==> src/sv/matrix_inverse_4x4_unit_defines.svh <==
// Assertion macros shared by the matrix inverse block.
`ifndef MATRIX_INVERSE_4X4_UNIT_DEFINES_SVH
`define MATRIX_INVERSE_4X4_UNIT_DEFINES_SVH

// Check a property on the block clock, held off while reset is low.
`define MINV4_CHECK(name, prop, msg) \
    name: assert property (@(posedge aclk) disable iff (!aresetn) prop) else $error(msg);

// Check a property on the block clock that must also hold through reset.
`define MINV4_CHECK_ALWAYS(name, prop, msg) \
    name: assert property (@(posedge aclk) prop) else $error(msg);

`endif

==> src/sv/minv4_pkg.sv <==
`default_nettype none

package minv4_pkg;

    localparam int unsigned IN_ELEM_W  = 12;
    localparam int unsigned IN_TDATA_W = 4 * IN_ELEM_W;
    localparam int unsigned ROW_W      = 2;
    localparam int unsigned INV_W      = 32;
    localparam int unsigned DET_OUT_W  = 51;
    localparam int unsigned OUT_USED_W = ROW_W + 4 * INV_W + DET_OUT_W;
    localparam int unsigned OUT_TDATA_W = ((OUT_USED_W + 7) / 8) * 8;

    typedef enum logic [2:0] {
        ST_IDLE,
        ST_COF,
        ST_CHECK,
        ST_DLOAD,
        ST_DRUN,
        ST_EMIT
    } state_t;

    // Steps of one cofactor term a * (b*c - d*e), plus the determinant step.
    typedef enum logic [2:0] {
        PH_ROW1U,
        PH_ROW2V,
        PH_ROW1V,
        PH_ROW2U,
        PH_LEAD,
        PH_ACC,
        PH_DET
    } phase_t;

endpackage

`default_nettype wire

==> src/sv/matrix_inverse_4x4_unit.sv <==
// 4x4 fixed-point matrix inverse by adjugate over determinant.
// Input channel s_*: one matrix row per transfer, four signed elements in
// s_tdata. Rows one to three are stored only; the fourth row starts the work.
// Output channel m_*: one row of the inverse per transfer, rows 0..3 in
// order, tlast on row 3. A zero determinant gives a single transfer with
// tuser (singular) and tlast set and all data zero.
// After the fourth row the block computes 16 cofactors with 4 determinant
// steps folded in, checks the determinant for zero, then forms 16 quotients
// one at a time in one radix-2 restoring divider, loading an output row once
// its four quotients are done. The single shared multiplier and the
// bit-serial divider set the pace. s_tready is low while a matrix is in work
// and high again once the last result sits in the output register.
// Reset (aresetn low, synchronous) drops any partial matrix and any pending
// result. A stalled receiver holds the output register; the block waits
// before overwriting it and does not lose or repeat a row.
`default_nettype none

`include "matrix_inverse_4x4_unit_defines.svh"

module matrix_inverse_4x4_unit
    import minv4_pkg::*;
#(
    parameter int unsigned FRAC_BITS = 6,
    parameter int unsigned ELEM_BITS = 12
) (
    input  wire logic                   aclk,
    input  wire logic                   aresetn,
    input  wire logic                   s_tvalid,
    output logic                        s_tready,
    // elem_col0, elem_col1, elem_col2, elem_col3 (12 bits each)
    input  wire logic [IN_TDATA_W-1:0]  s_tdata,
    output logic                        m_tvalid,
    input  wire logic                   m_tready,
    // out_row (2), inv_col0..inv_col3 (32 each), det_value (51), zero pad
    output logic [OUT_TDATA_W-1:0]      m_tdata,
    // singular
    output logic                        m_tuser,
    output logic                        m_tlast
);

    localparam int unsigned EB     = ELEM_BITS;
    localparam int unsigned MIN_W  = 2 * EB + 1;
    localparam int unsigned COF_W  = 3 * EB + 1;
    localparam int unsigned PROD_W = EB + COF_W;
    localparam int unsigned DET_W  = 4 * EB + 2;
    localparam int unsigned NUM_W  = COF_W + 2 * FRAC_BITS;
    localparam int unsigned CNT_W  = $clog2(NUM_W);
    localparam int unsigned PAD_W  = OUT_TDATA_W - OUT_USED_W;

    // Control state
    state_t              state_reg, state_next;
    phase_t              ph_reg, ph_next;
    logic [1:0]          rows_reg, rows_next;
    logic [3:0]          idx_reg, idx_next;
    logic [1:0]          term_reg, term_next;
    logic [1:0]          col_reg, col_next;
    logic [1:0]          orow_reg, orow_next;
    logic [CNT_W-1:0]    cnt_reg, cnt_next;
    logic                m_valid_reg, m_valid_next;

    // Datapath state
    logic signed [EB-1:0]     x_reg, x_next;
    logic signed [MIN_W-1:0]  minor_reg, minor_next;
    logic signed [COF_W-1:0]  acc_reg, acc_next;
    logic signed [DET_W-1:0]  det_reg, det_next;
    logic [DET_W-1:0]         den_reg, den_next;
    logic [DET_W-1:0]         rem_reg, rem_next;
    logic [NUM_W-1:0]         q_reg, q_next;
    logic                     neg_reg, neg_next;
    logic [INV_W-1:0]         inv_reg [4];
    logic [INV_W-1:0]         inv_val;
    logic                     inv_we;

    // Output register payload
    logic [ROW_W-1:0]         o_row_reg, o_row_next;
    logic [INV_W-1:0]         o_inv_reg [4];
    logic [INV_W-1:0]         o_inv_next [4];
    logic [DET_OUT_W-1:0]     o_det_reg, o_det_next;
    logic                     o_sing_reg, o_sing_next;
    logic                     o_last_reg, o_last_next;
    logic                     o_load;

    // Row memory and cofactor store
    logic [4*EB-1:0]          mat_mem [4];
    logic [4*EB-1:0]          mem_row_reg;
    logic [1:0]               mem_col_reg;
    logic [1:0]               rd_row, rd_col;
    logic signed [EB-1:0]     rd_elem;
    logic signed [COF_W-1:0]  cof_arr [16];
    logic [3:0]               cof_addr;
    logic signed [COF_W-1:0]  cof_rd;
    logic signed [COF_W-1:0]  cof_fin;
    logic                     cof_we;

    // Shared multiplier
    logic signed [EB-1:0]     mul_a;
    logic signed [COF_W-1:0]  mul_b;
    logic signed [PROD_W-1:0] mul_p;

    // Cofactor index decode
    logic [1:0] r_sel, c_sel;
    logic [1:0] rs0, rs1, rs2, cs0, cs1, cs2, cu, cv, ck;

    // Divider helpers
    logic [DET_W:0]           rem_sh;
    logic                     quo_bit;
    logic signed [NUM_W-1:0]  num_s;
    logic                     in_xfer, out_free;

    assign in_xfer  = s_tvalid && s_tready;
    assign out_free = !m_valid_reg || m_tready;
    assign s_tready = (state_reg == ST_IDLE);

    assign rd_elem = mem_row_reg[mem_col_reg*EB +: EB];
    assign cof_addr = (state_reg == ST_COF) ? idx_reg : {col_reg, orow_reg};
    assign cof_rd = cof_arr[cof_addr];
    assign mul_a = rd_elem;
    assign mul_p = PROD_W'(mul_a) * PROD_W'(mul_b);

    // Rows and columns left after striking row r and column c
    always_comb begin
        r_sel = idx_reg[3:2];
        c_sel = idx_reg[1:0];
        rs0 = (r_sel == 2'd0) ? 2'd1 : 2'd0;
        rs1 = (r_sel <= 2'd1) ? 2'd2 : 2'd1;
        rs2 = (r_sel <= 2'd2) ? 2'd3 : 2'd2;
        cs0 = (c_sel == 2'd0) ? 2'd1 : 2'd0;
        cs1 = (c_sel <= 2'd1) ? 2'd2 : 2'd1;
        cs2 = (c_sel <= 2'd2) ? 2'd3 : 2'd2;
        case (term_reg)
            2'd0: begin
                ck = cs0; cu = cs1; cv = cs2;
            end
            2'd1: begin
                ck = cs1; cu = cs0; cv = cs2;
            end
            default: begin
                ck = cs2; cu = cs0; cv = cs1;
            end
        endcase
    end

    // Read address and multiplier operand per step
    always_comb begin
        rd_row = rs1;
        rd_col = cu;
        mul_b  = COF_W'(x_reg);
        unique case (ph_reg)
            PH_ROW1U: begin
                rd_row = rs1; rd_col = cu;
            end
            PH_ROW2V: begin
                rd_row = rs2; rd_col = cv;
            end
            PH_ROW1V: begin
                rd_row = rs1; rd_col = cv;
            end
            PH_ROW2U: begin
                rd_row = rs2; rd_col = cu;
            end
            PH_LEAD: begin
                rd_row = rs0; rd_col = ck;
            end
            PH_ACC: begin
                rd_row = 2'd0; rd_col = c_sel;
                mul_b  = COF_W'(minor_reg);
            end
            PH_DET: begin
                rd_row = 2'd0; rd_col = c_sel;
                mul_b  = cof_rd;
            end
            default: begin
                rd_row = rs1; rd_col = cu;
            end
        endcase
    end

    // Divider step and saturation of the finished quotient
    always_comb begin
        rem_sh  = {rem_reg, q_reg[NUM_W-1]};
        quo_bit = (rem_sh >= {1'b0, den_reg});
        num_s   = NUM_W'(cof_rd) <<< (2 * FRAC_BITS);
        q_next  = {q_reg[NUM_W-2:0], quo_bit};
        if (!neg_reg) begin
            inv_val = (q_next > NUM_W'(32'h7FFF_FFFF)) ? 32'h7FFF_FFFF : q_next[INV_W-1:0];
        end else begin
            inv_val = (q_next > NUM_W'(33'h0_8000_0000)) ? 32'h8000_0000
                                                          : INV_W'(-q_next);
        end
    end

    // Sequencer: next state and datapath updates
    always_comb begin
        state_next   = state_reg;
        ph_next      = ph_reg;
        rows_next    = rows_reg;
        idx_next     = idx_reg;
        term_next    = term_reg;
        col_next     = col_reg;
        orow_next    = orow_reg;
        cnt_next     = cnt_reg;
        m_valid_next = m_valid_reg;
        x_next       = x_reg;
        minor_next   = minor_reg;
        acc_next     = acc_reg;
        det_next     = det_reg;
        den_next     = den_reg;
        rem_next     = rem_reg;
        neg_next     = neg_reg;
        cof_fin      = acc_reg;
        cof_we       = 1'b0;
        inv_we       = 1'b0;
        o_load       = 1'b0;
        o_row_next   = orow_reg;
        o_det_next   = DET_OUT_W'(det_reg);
        o_sing_next  = 1'b0;
        o_last_next  = (orow_reg == 2'd3);
        for (int i = 0; i < 4; i++) begin
            o_inv_next[i] = inv_reg[i];
        end

        // Drop the result once the receiver takes it
        if (m_valid_reg && m_tready) begin
            m_valid_next = 1'b0;
        end

        unique case (state_reg)
            ST_IDLE: begin
                if (in_xfer) begin
                    rows_next = rows_reg + 2'd1;
                    if (rows_reg == 2'd3) begin
                        state_next = ST_COF;
                        ph_next    = PH_ROW1U;
                        idx_next   = '0;
                        term_next  = '0;
                        acc_next   = '0;
                        det_next   = '0;
                    end
                end
            end
            ST_COF: begin
                unique case (ph_reg)
                    PH_ROW1U: ph_next = PH_ROW2V;
                    PH_ROW2V: begin
                        x_next  = rd_elem;
                        ph_next = PH_ROW1V;
                    end
                    PH_ROW1V: begin
                        minor_next = MIN_W'(mul_p);
                        ph_next    = PH_ROW2U;
                    end
                    PH_ROW2U: begin
                        x_next  = rd_elem;
                        ph_next = PH_LEAD;
                    end
                    PH_LEAD: begin
                        minor_next = minor_reg - MIN_W'(mul_p);
                        ph_next    = PH_ACC;
                    end
                    PH_ACC: begin
                        acc_next = (term_reg == 2'd1) ? acc_reg - COF_W'(mul_p)
                                                      : acc_reg + COF_W'(mul_p);
                        if (term_reg != 2'd2) begin
                            term_next = term_reg + 2'd1;
                            ph_next   = PH_ROW1U;
                        end else begin
                            cof_fin = (r_sel[0] ^ c_sel[0]) ? -acc_next : acc_next;
                            cof_we  = 1'b1;
                            if (r_sel == 2'd0) begin
                                ph_next = PH_DET;
                            end else begin
                                acc_next  = '0;
                                term_next = '0;
                                ph_next   = PH_ROW1U;
                                idx_next  = idx_reg + 4'd1;
                                if (idx_reg == 4'd15) begin
                                    state_next = ST_CHECK;
                                end
                            end
                        end
                    end
                    PH_DET: begin
                        det_next  = det_reg + DET_W'(mul_p);
                        acc_next  = '0;
                        term_next = '0;
                        ph_next   = PH_ROW1U;
                        idx_next  = idx_reg + 4'd1;
                    end
                    default: ph_next = PH_ROW1U;
                endcase
            end
            ST_CHECK: begin
                den_next  = det_reg[DET_W-1] ? DET_W'(-det_reg) : DET_W'(det_reg);
                orow_next = '0;
                col_next  = '0;
                if (det_reg != '0) begin
                    state_next = ST_DLOAD;
                end else if (out_free) begin
                    o_load       = 1'b1;
                    o_row_next   = '0;
                    o_det_next   = '0;
                    o_sing_next  = 1'b1;
                    o_last_next  = 1'b1;
                    for (int i = 0; i < 4; i++) begin
                        o_inv_next[i] = '0;
                    end
                    m_valid_next = 1'b1;
                    state_next   = ST_IDLE;
                end
            end
            ST_DLOAD: begin
                neg_next   = cof_rd[COF_W-1] ^ det_reg[DET_W-1];
                rem_next   = '0;
                cnt_next   = '0;
                state_next = ST_DRUN;
            end
            ST_DRUN: begin
                rem_next = quo_bit ? DET_W'(rem_sh - {1'b0, den_reg}) : rem_sh[DET_W-1:0];
                cnt_next = cnt_reg + CNT_W'(1);
                if (cnt_reg == CNT_W'(NUM_W - 1)) begin
                    inv_we = 1'b1;
                    col_next = col_reg + 2'd1;
                    state_next = (col_reg == 2'd3) ? ST_EMIT : ST_DLOAD;
                end
            end
            ST_EMIT: begin
                if (out_free) begin
                    o_load       = 1'b1;
                    m_valid_next = 1'b1;
                    orow_next    = orow_reg + 2'd1;
                    col_next     = '0;
                    state_next   = (orow_reg == 2'd3) ? ST_IDLE : ST_DLOAD;
                end
            end
            default: state_next = ST_IDLE;
        endcase
    end

    // Control registers
    always_ff @(posedge aclk) begin
        if (!aresetn) begin
            state_reg   <= ST_IDLE;
            ph_reg      <= PH_ROW1U;
            rows_reg    <= '0;
            idx_reg     <= '0;
            term_reg    <= '0;
            col_reg     <= '0;
            orow_reg    <= '0;
            cnt_reg     <= '0;
            m_valid_reg <= 1'b0;
        end else begin
            state_reg   <= state_next;
            ph_reg      <= ph_next;
            rows_reg    <= rows_next;
            idx_reg     <= idx_next;
            term_reg    <= term_next;
            col_reg     <= col_next;
            orow_reg    <= orow_next;
            cnt_reg     <= cnt_next;
            m_valid_reg <= m_valid_next;
        end
    end

    // Datapath registers, row memory and cofactor store
    always_ff @(posedge aclk) begin
        x_reg       <= x_next;
        minor_reg   <= minor_next;
        acc_reg     <= acc_next;
        det_reg     <= det_next;
        den_reg     <= den_next;
        rem_reg     <= rem_next;
        neg_reg     <= neg_next;
        mem_row_reg <= mat_mem[rd_row];
        mem_col_reg <= rd_col;
        if (state_reg == ST_DLOAD) begin
            q_reg <= num_s[NUM_W-1] ? NUM_W'(-num_s) : NUM_W'(num_s);
        end else if (state_reg == ST_DRUN) begin
            q_reg <= q_next;
        end
        if (in_xfer) begin
            for (int j = 0; j < 4; j++) begin
                mat_mem[rows_reg][j*EB +: EB] <= s_tdata[j*IN_ELEM_W +: EB];
            end
        end
        if (cof_we) begin
            cof_arr[idx_reg] <= cof_fin;
        end
        if (inv_we) begin
            inv_reg[col_reg] <= inv_val;
        end
        if (o_load) begin
            o_row_reg  <= o_row_next;
            o_det_reg  <= o_det_next;
            o_sing_reg <= o_sing_next;
            o_last_reg <= o_last_next;
            for (int i = 0; i < 4; i++) begin
                o_inv_reg[i] <= o_inv_next[i];
            end
        end
    end

    assign m_tvalid = m_valid_reg;
    assign m_tdata  = {{PAD_W{1'b0}}, o_det_reg, o_inv_reg[3], o_inv_reg[2],
                       o_inv_reg[1], o_inv_reg[0], o_row_reg};
    assign m_tuser  = o_sing_reg;
    assign m_tlast  = o_last_reg;

    // A singular result is always the only, and so the last, row of its matrix
    `MINV4_CHECK(a_sing_last, m_tvalid && m_tuser |-> m_tlast, "singular without last")
    // A complete non-singular result run ends on row 3
    `MINV4_CHECK(a_last_row3, m_tvalid && m_tlast && !m_tuser |-> m_tdata[1:0] == 2'd3,
        "last on wrong row")
    // The fourth row starts the cofactor pass
    `MINV4_CHECK(a_start_cof, in_xfer && rows_reg == 2'd3 |=> state_reg == ST_COF,
        "fourth row did not start work")
    // No input is taken while a matrix is in work
    `MINV4_CHECK_ALWAYS(a_busy_stall, state_reg != ST_IDLE |-> !s_tready,
        "ready while busy")

endmodule

`default_nettype wire
==> config.mk <==
export PLATFORM = sky130hd
export DESIGN_NAME = matrix_inverse_4x4_unit
export DESIGN_NICKNAME = d
export VERILOG_FILES = /design/src/sv/minv4_pkg.sv /design/src/sv/matrix_inverse_4x4_unit.sv
export VERILOG_INCLUDE_DIRS = /design/src /design/src/sv
export SDC_FILE = /design/constraint.sdc
export NUM_CORES = 2
export LEC_CHECK = 0
export BUFFER_PORTS_ARGS = -buffer_cell sky130_fd_sc_hd__buf_4
export CAP_MARGIN = 20
export CORE_AREA = 2 2 431 433
export CTS_BUF_LIST = sky130_fd_sc_hd__clkbuf_8
export CTS_CLUSTER_DIAMETER = 120
export DETAILED_ROUTE_END_ITERATION = 7
export DIE_AREA = 0 0 433 435
export HOLD_SLACK_MARGIN = 0.15
export PLACE_DENSITY = 0.61
export SKIP_CTS_REPAIR_TIMING = 1
export SLEW_MARGIN = 25
export SYNTH_ARGS = -nofsm -noshare
export SYNTH_HDL_FRONTEND = slang
export SYNTH_SLANG_ARGS = --single-unit
==> constraint.sdc <==
create_clock -name aclk -period 15.3 [get_ports aclk]
set_input_delay 2.295 -clock aclk [delete_from_list [all_inputs] [get_ports aclk]]
set_output_delay 2.295 -clock aclk [all_outputs]
set_load 0.01 [all_outputs]
# Word-level counts from Yosys, hierarchy flattened
# Memory sizes are Yosys's and may differ from the RTL's. A register that Yosys moved wholly into a read port is not among the register bits.
# Cells that the tools add are included.
# W data, S select, Z words.
# word_totals
elab_cells	223
input_bits	52
ramBits	1040
mem_bits_ro	0
latch_bits	0
ff_bits	356
memories	4
# memory_table
name	words	word_bits	read_ports	rd_clocked_by_memory_dff	write_ports	line	text
cof_arr	16	37	1	0	1	matrix_inverse_4x4_unit.sv:89	logic signed [COF_W-1:0] cof_arr [16];
mat_mem	4	48	1	1	1	matrix_inverse_4x4_unit.sv:84	logic [4*EB-1:0] mat_mem [4];
inv_reg	4	32	4	0	1	matrix_inverse_4x4_unit.sv:70	logic [INV_W-1:0] inv_reg [4];
o_inv_reg	4	32	4	0	4	matrix_inverse_4x4_unit.sv:76	logic [INV_W-1:0] o_inv_reg [4];
# op_classes
eq_ne	32
mux	107
n_reduce_logical	30
add_sub_neg	15
div_mod_pow	0
n_bitwise	2
n_lt_le_gt_ge	7
shifts	1
multipliers	2
# op_table
op	count
$mux W128	3
$mux W37	9
$pmux W37 S2	3
$mux W50	4
$pmux W50 S2	2
$mux W49	4
$mux W51	3
$mux W32	3
$ge A51 B50 Y1	1
$add A50 B49 Y50	1
$neg A50 Y50	1
$pmux W25 S2	1
$reduce_bool A50 Y1	1
$sub A50 B50 Y50	1
$gt A49 B31 Y1 const B	1
$gt A49 B32 Y1 const B	1
$mul A12 B37 Y49	1
$neg A49 Y49	1
$shiftx A48 B7 Y12	1
$mux W3	15
$add A37 B37 Y37	1
$neg A37 Y37	1
$sub A37 B37 Y37	1
$pmux W3 S6	2
44 further kinds	134

# Logic depth before layout (Yosys ltp)
# An unclocked memory read counts as a cell.
# depth
word_depth	12
depth_mapped	53

# Worst setup path after synthesis
# No wires, ideal clock.
# synth_path
kind	register to register
start	register state_reg[1]
end	register o_last_reg (netlist: m_tlast), enable pin
setup_time_ns	0.785
slack_ns	2.545
path_stages_with_launch	6
period_less_slack_ns	12.755
arrival_ns	11.970
cell_sequence	dfxtp_1 -> clkbuf_1 -> nand2b_1 -> nor2_1 -> nand2_1 -> a21oi_1
# synth_between
elab_chain_cells	2
elab_cells_between_ends	3
cone_classes	eq/ne (2); mux (1)
# synth_rtl
element	line	text
start, declared	matrix_inverse_4x4_unit.sv:51	state_t state_reg, state_next;
start signal, assigned	matrix_inverse_4x4_unit.sv:352	state_reg <= state_next;
$eq A3 B3 Y1 / $eq A3 B2 Y1 (equally long branches)	matrix_inverse_4x4_unit.sv:227	unique case (state_reg)
$pmux W1 S2 *	matrix_inverse_4x4_unit.sv:227	
net o_load	matrix_inverse_4x4_unit.sv:81	logic o_load;
end signal, assigned	matrix_inverse_4x4_unit.sv:395	o_last_reg <= o_last_next;
end, declared	matrix_inverse_4x4_unit.sv:80	logic o_last_reg, o_last_next;
# The timed path passes the listed nets; every way through them passes the cells marked *.
# A chain may end at the register's enable or synchronous reset.

# Final worst setup path
# layout_path
start	register state_reg[2]
end	memory cof_arr[14][35] in the netlist's numbering (data pin)
# layout_between
elab_chain_cells	12
elab_cells_between_ends	13
cone_classes	add/sub (3); mul (1); eq/ne (1); mux (7); memory (1)
# layout_rtl
element	line	text
$eq A3 B1 Y1 *	matrix_inverse_4x4_unit.sv:115, matrix_inverse_4x4_unit.sv:227	
$mux W4	matrix_inverse_4x4_unit.sv:115	assign cof_addr = (state_reg == ST_COF) ? idx_reg : {col_reg, orow_reg};
$mem_v2 Z16 W37	-	
$pmux W37 S2	matrix_inverse_4x4_unit.sv:148	unique case (ph_reg)
$mul A12 B37 Y49	matrix_inverse_4x4_unit.sv:118	assign mul_p = PROD_W'(mul_a) * PROD_W'(mul_b);
$add A37 B37 Y37 / $sub A37 B37 Y37 (equally long branches)	matrix_inverse_4x4_unit.sv:262, matrix_inverse_4x4_unit.sv:261	
$mux W37	matrix_inverse_4x4_unit.sv:261	acc_next = (term_reg == 2'd1) ? acc_reg - COF_W'(mul_p)
$neg A37 Y37	matrix_inverse_4x4_unit.sv:267	cof_fin = (r_sel[0] ^ c_sel[0]) ? -acc_next : acc_next;
$mux W37	matrix_inverse_4x4_unit.sv:267	
$mux W37	matrix_inverse_4x4_unit.sv:263	if (term_reg != 2'd2) begin
$mux W37	matrix_inverse_4x4_unit.sv:242	unique case (ph_reg)
$mux W37 *	matrix_inverse_4x4_unit.sv:227	
net cof_fin[35]	matrix_inverse_4x4_unit.sv:92	logic signed [COF_W-1:0] cof_fin;
end, declared	matrix_inverse_4x4_unit.sv:89	
# Marked as above.

==> key figures <==
Run status
  • Status: finished clean

STA
  • Final count of hold timing violations: 0
  • Tightest Pin Transition: 1.139 ns
  • Clock skew: 0.1119 ns
  • Final setup vio count: 0
  • Slew Viols, Final: 0
  • Crit share post-route: 92.54%
  • Achievable clock frequency: 70.63 MHz
  • Fin Hold WS: 0.4914 ns
  • Final min period: 14.16 ns
  • Relative slew slack: 23.44%
  • Setup_tns: 0 ns
  • RSZ-0062 raised after global routing: no

Synthesis
  • Simple-Gate Fraction of Synth Area: 11.52%
  • Yosys cell types: 100
  • Cell taking the most area after synthesis: edfxtp_1
  • Mux cell area share after synthesis: 4.904%
  • Top cell type's share of synthesized area: 50.03%
  • Post-Synth XOR/XNOR Area: 3.563%
  • Compound-Gate Fraction of Synth Area: 9.649%
  • Warnings, synthesis: 0
  • EDFF count, synth: 1368
  • Top post-synthesis cells by count: 1368 x edfxtp_1, 845 x nand2_1, 613 x inv_1, 392 x fa_1, 351 x nor2_1
  • Yosys reg bits: 1443
  • Top FF cell, synth: edfxtp_1
  • Synth top area cells: edfxtp_1 50%, fa_1 9.6%, ha_1 4.3%
  • Mapped Area: 82100 um2
  • Mean area per synthesized cell: 11.89 um2
  • Synth Area in Adders: 13.84%
  • Main combinational cell family by area after synthesis: adder cells
  • Seq/Total Area, Yosys: 51.86%
  • Post-synth ARST share: 0%
  • Syn Inst Count: 6903
  • Most common cell in the netlist: edfxtp_1

Final layout
  • Largest Register: cof_arr
  • Layout cells sized above 1: 13.12%
  • Post-route cell area: 91740 um2
  • Largest regs: cof_arr: 592 flops, mat_mem: 192 flops
  • # fillers: 16180
  • Max reg flops: 592
  • Final #Nets: 7879
  • Post-layout util: 49.85%
  • Area growth syn-to-layout: 11.73%

Route
  • Drt total wl: 226600 um
  • DR WL/cell: 23.03 um
  • Routed vias/inst: 5.639
  • Via Count: 55480
  • DRT antenna net count: 0
  • Iteration-0 DRC Markers: 5420
  • Drt pass-1 iters: 6
  • Drt drc: 0

Critical path
  • Most used cell along the critical path: fa_1
  • Worst setup path class: reg -> reg
  • WP data arrival: 14.93 ns
  • R2R setup slack: 1.14 ns
  • Critical Path Start Type: flip-flop
  • Crit-path max FO: 33
  • Slowest CP cell: mux2i_1
  • Buffers & Inverters on Critical Path: 5
  • Reg2reg end: cof_arr[14][35]
  • CP peak stage delay: 0.87 ns
  • Crit. End Element: flip-flop
  • Crit path max-delay family: adder cells
  • Worst-case reg-to-reg path depth: 40
  • Worst r2r src: state_reg[2]
  • Data required, critical path: 16.07 ns

Placed design
  • Hpwl dp: 156800 um
  • IO Port Bufs: 236
  • Placed inst area: 86950 um2
  • Routability cong.: 0.9045

Die
  • Io pins: 240
  • Initial Util: 44.61%
  • DIE AREA: 188400 um2
  • Site Rows: 158
  • Die H: 435 um
  • Die X-Extent: 433 um
  • Core Area: 184000 um2

Global route
  • Vias in the first global route: 54940
  • GRT overflow: 0
  • First-pass GRT wire length: 342700 um
  • Initial antenna violation count: 21
  • Largest net degree at the start of global routing: 183
  • GRT Total Usage: 23.94%

Clocking
  • H-tree depth: 4
  • CTS buffer count: 236
  • CTS tree: built
  • Clk Latency, worst-skew pair: 1.03 ns
  • # clock sinks: 1443
  • Clock root buffer master: clkbuf_8
  • Clock transition at the registers of the reported paths: 0.06 ns
  • Worst-case clock buffer depth: 3

Hold path
  • Origin of the worst min-delay path: inv_reg[0][11]
  • Hold Path Stages: 1
  • Min-delay worst type: reg -> reg
  • Worst Hold End: o_inv_reg[0][11]

Job
  • Max-cap violation count: 0
layout by cell type (no fill, tap or decap), types with 70 or more instances in the layout:
| cell | Yosys | routed |
|---|---|---|
| a21o_1 | 130 | 129 |
| a21oi_1 | 320 | 315 |
| a31oi_1 | 118 | 118 |
| and2_1 | 155 | 147 |
| buf_4 | 10 | 382 |
| clkbuf_8 | 0 | 241 |
| dfxtp_1 | 75 | 74 |
| edfxtp_1 | 1368 | 1368 |
| fa_1 | 392 | 392 |
| ha_1 | 281 | 281 |
| inv_1 | 613 | 686 |
| mux4_2 | 154 | 154 |
| nand2_1 | 845 | 842 |
| nand3_1 | 71 | 70 |
| nor2_1 | 351 | 346 |
| nor2b_1 | 158 | 158 |
| nor3_1 | 96 | 96 |
| o21ai_0 | 259 | 245 |
| xnor2_1 | 229 | 228 |
| xor2_1 | 105 | 105 |
how the worst max path moves through the flow:
stage	start	endpoint	slack (ns)	cells after the start
finish	state_reg[2]	cof_arr[14][35]	1.14	40
global route	state_reg[2]	cof_arr[6][36]	0.17	44
CTS	state_reg[0]	cof_arr[5][36]	0.64	41
detailed placement	state_reg[0]	cof_arr[5][36]	0.78	41
global placement	state_reg[0]	cof_arr[5][36]	1.08	41
floorplan	state_reg[1]	m_tlast	2.55	5
layout make-up:
class,instances,area (um2),area share [%]
inverter,616,2312,2.520
multi-input combinational,4466,35990,39.23
clock inverter,196,1360,1.483
tap,2480,3103,3.382
timing repair buffer,391,3054,3.329
antenna,6,15.01,0.01637
sequential,1443,42580,46.42
clock buffer,241,3317,3.616
cells by family (layout without fill, tap and decap cells):
| logic type | count (synthesis) | in the layout |
|---|---|---|
| AOI/OAI and AO/OA | 1252 | 1252 |
| xor gates and xnor gates | 334 | 334 |
| adders and majority gates | 673 | 673 |
| buffers and inverters | 996 | 1444 |
| DFF | 1443 | 1443 |
| muxes | 207 | 207 |
| other | 1 | 9 |
| and+or+nand+nor | 1997 | 1997 |
metrics by stage:
stage	cells	setup WS, ns
after CTS	9831	0.6386
final	9839	1.141
after detailed placement	9394	0.7822
after global placement	9394	1.083
after global routing	9837	0.1665
after floorplan	6905	2.545
metal layers:
| layer | part of all wire, % | GRT usage (%) | vias up | routed length, um |
|---|---|---|---|---|
| met5 | 0.10 | 0 | - | 234 |
| met4 | 2.8 | 7.354 | 8 | 6451 |
| met3 | 7.8 | 3.839 | 357 | 17570 |
| met2 | 46 | 37.47 | 2143 | 104300 |
| met1 | 43 | 34.29 | 27890 | 98040 |
| li1 | - | - | 25080 | - |
Power is not shown: default switching activity piles up to over one toggle a cycle in this logic, so the estimate is an artifact.
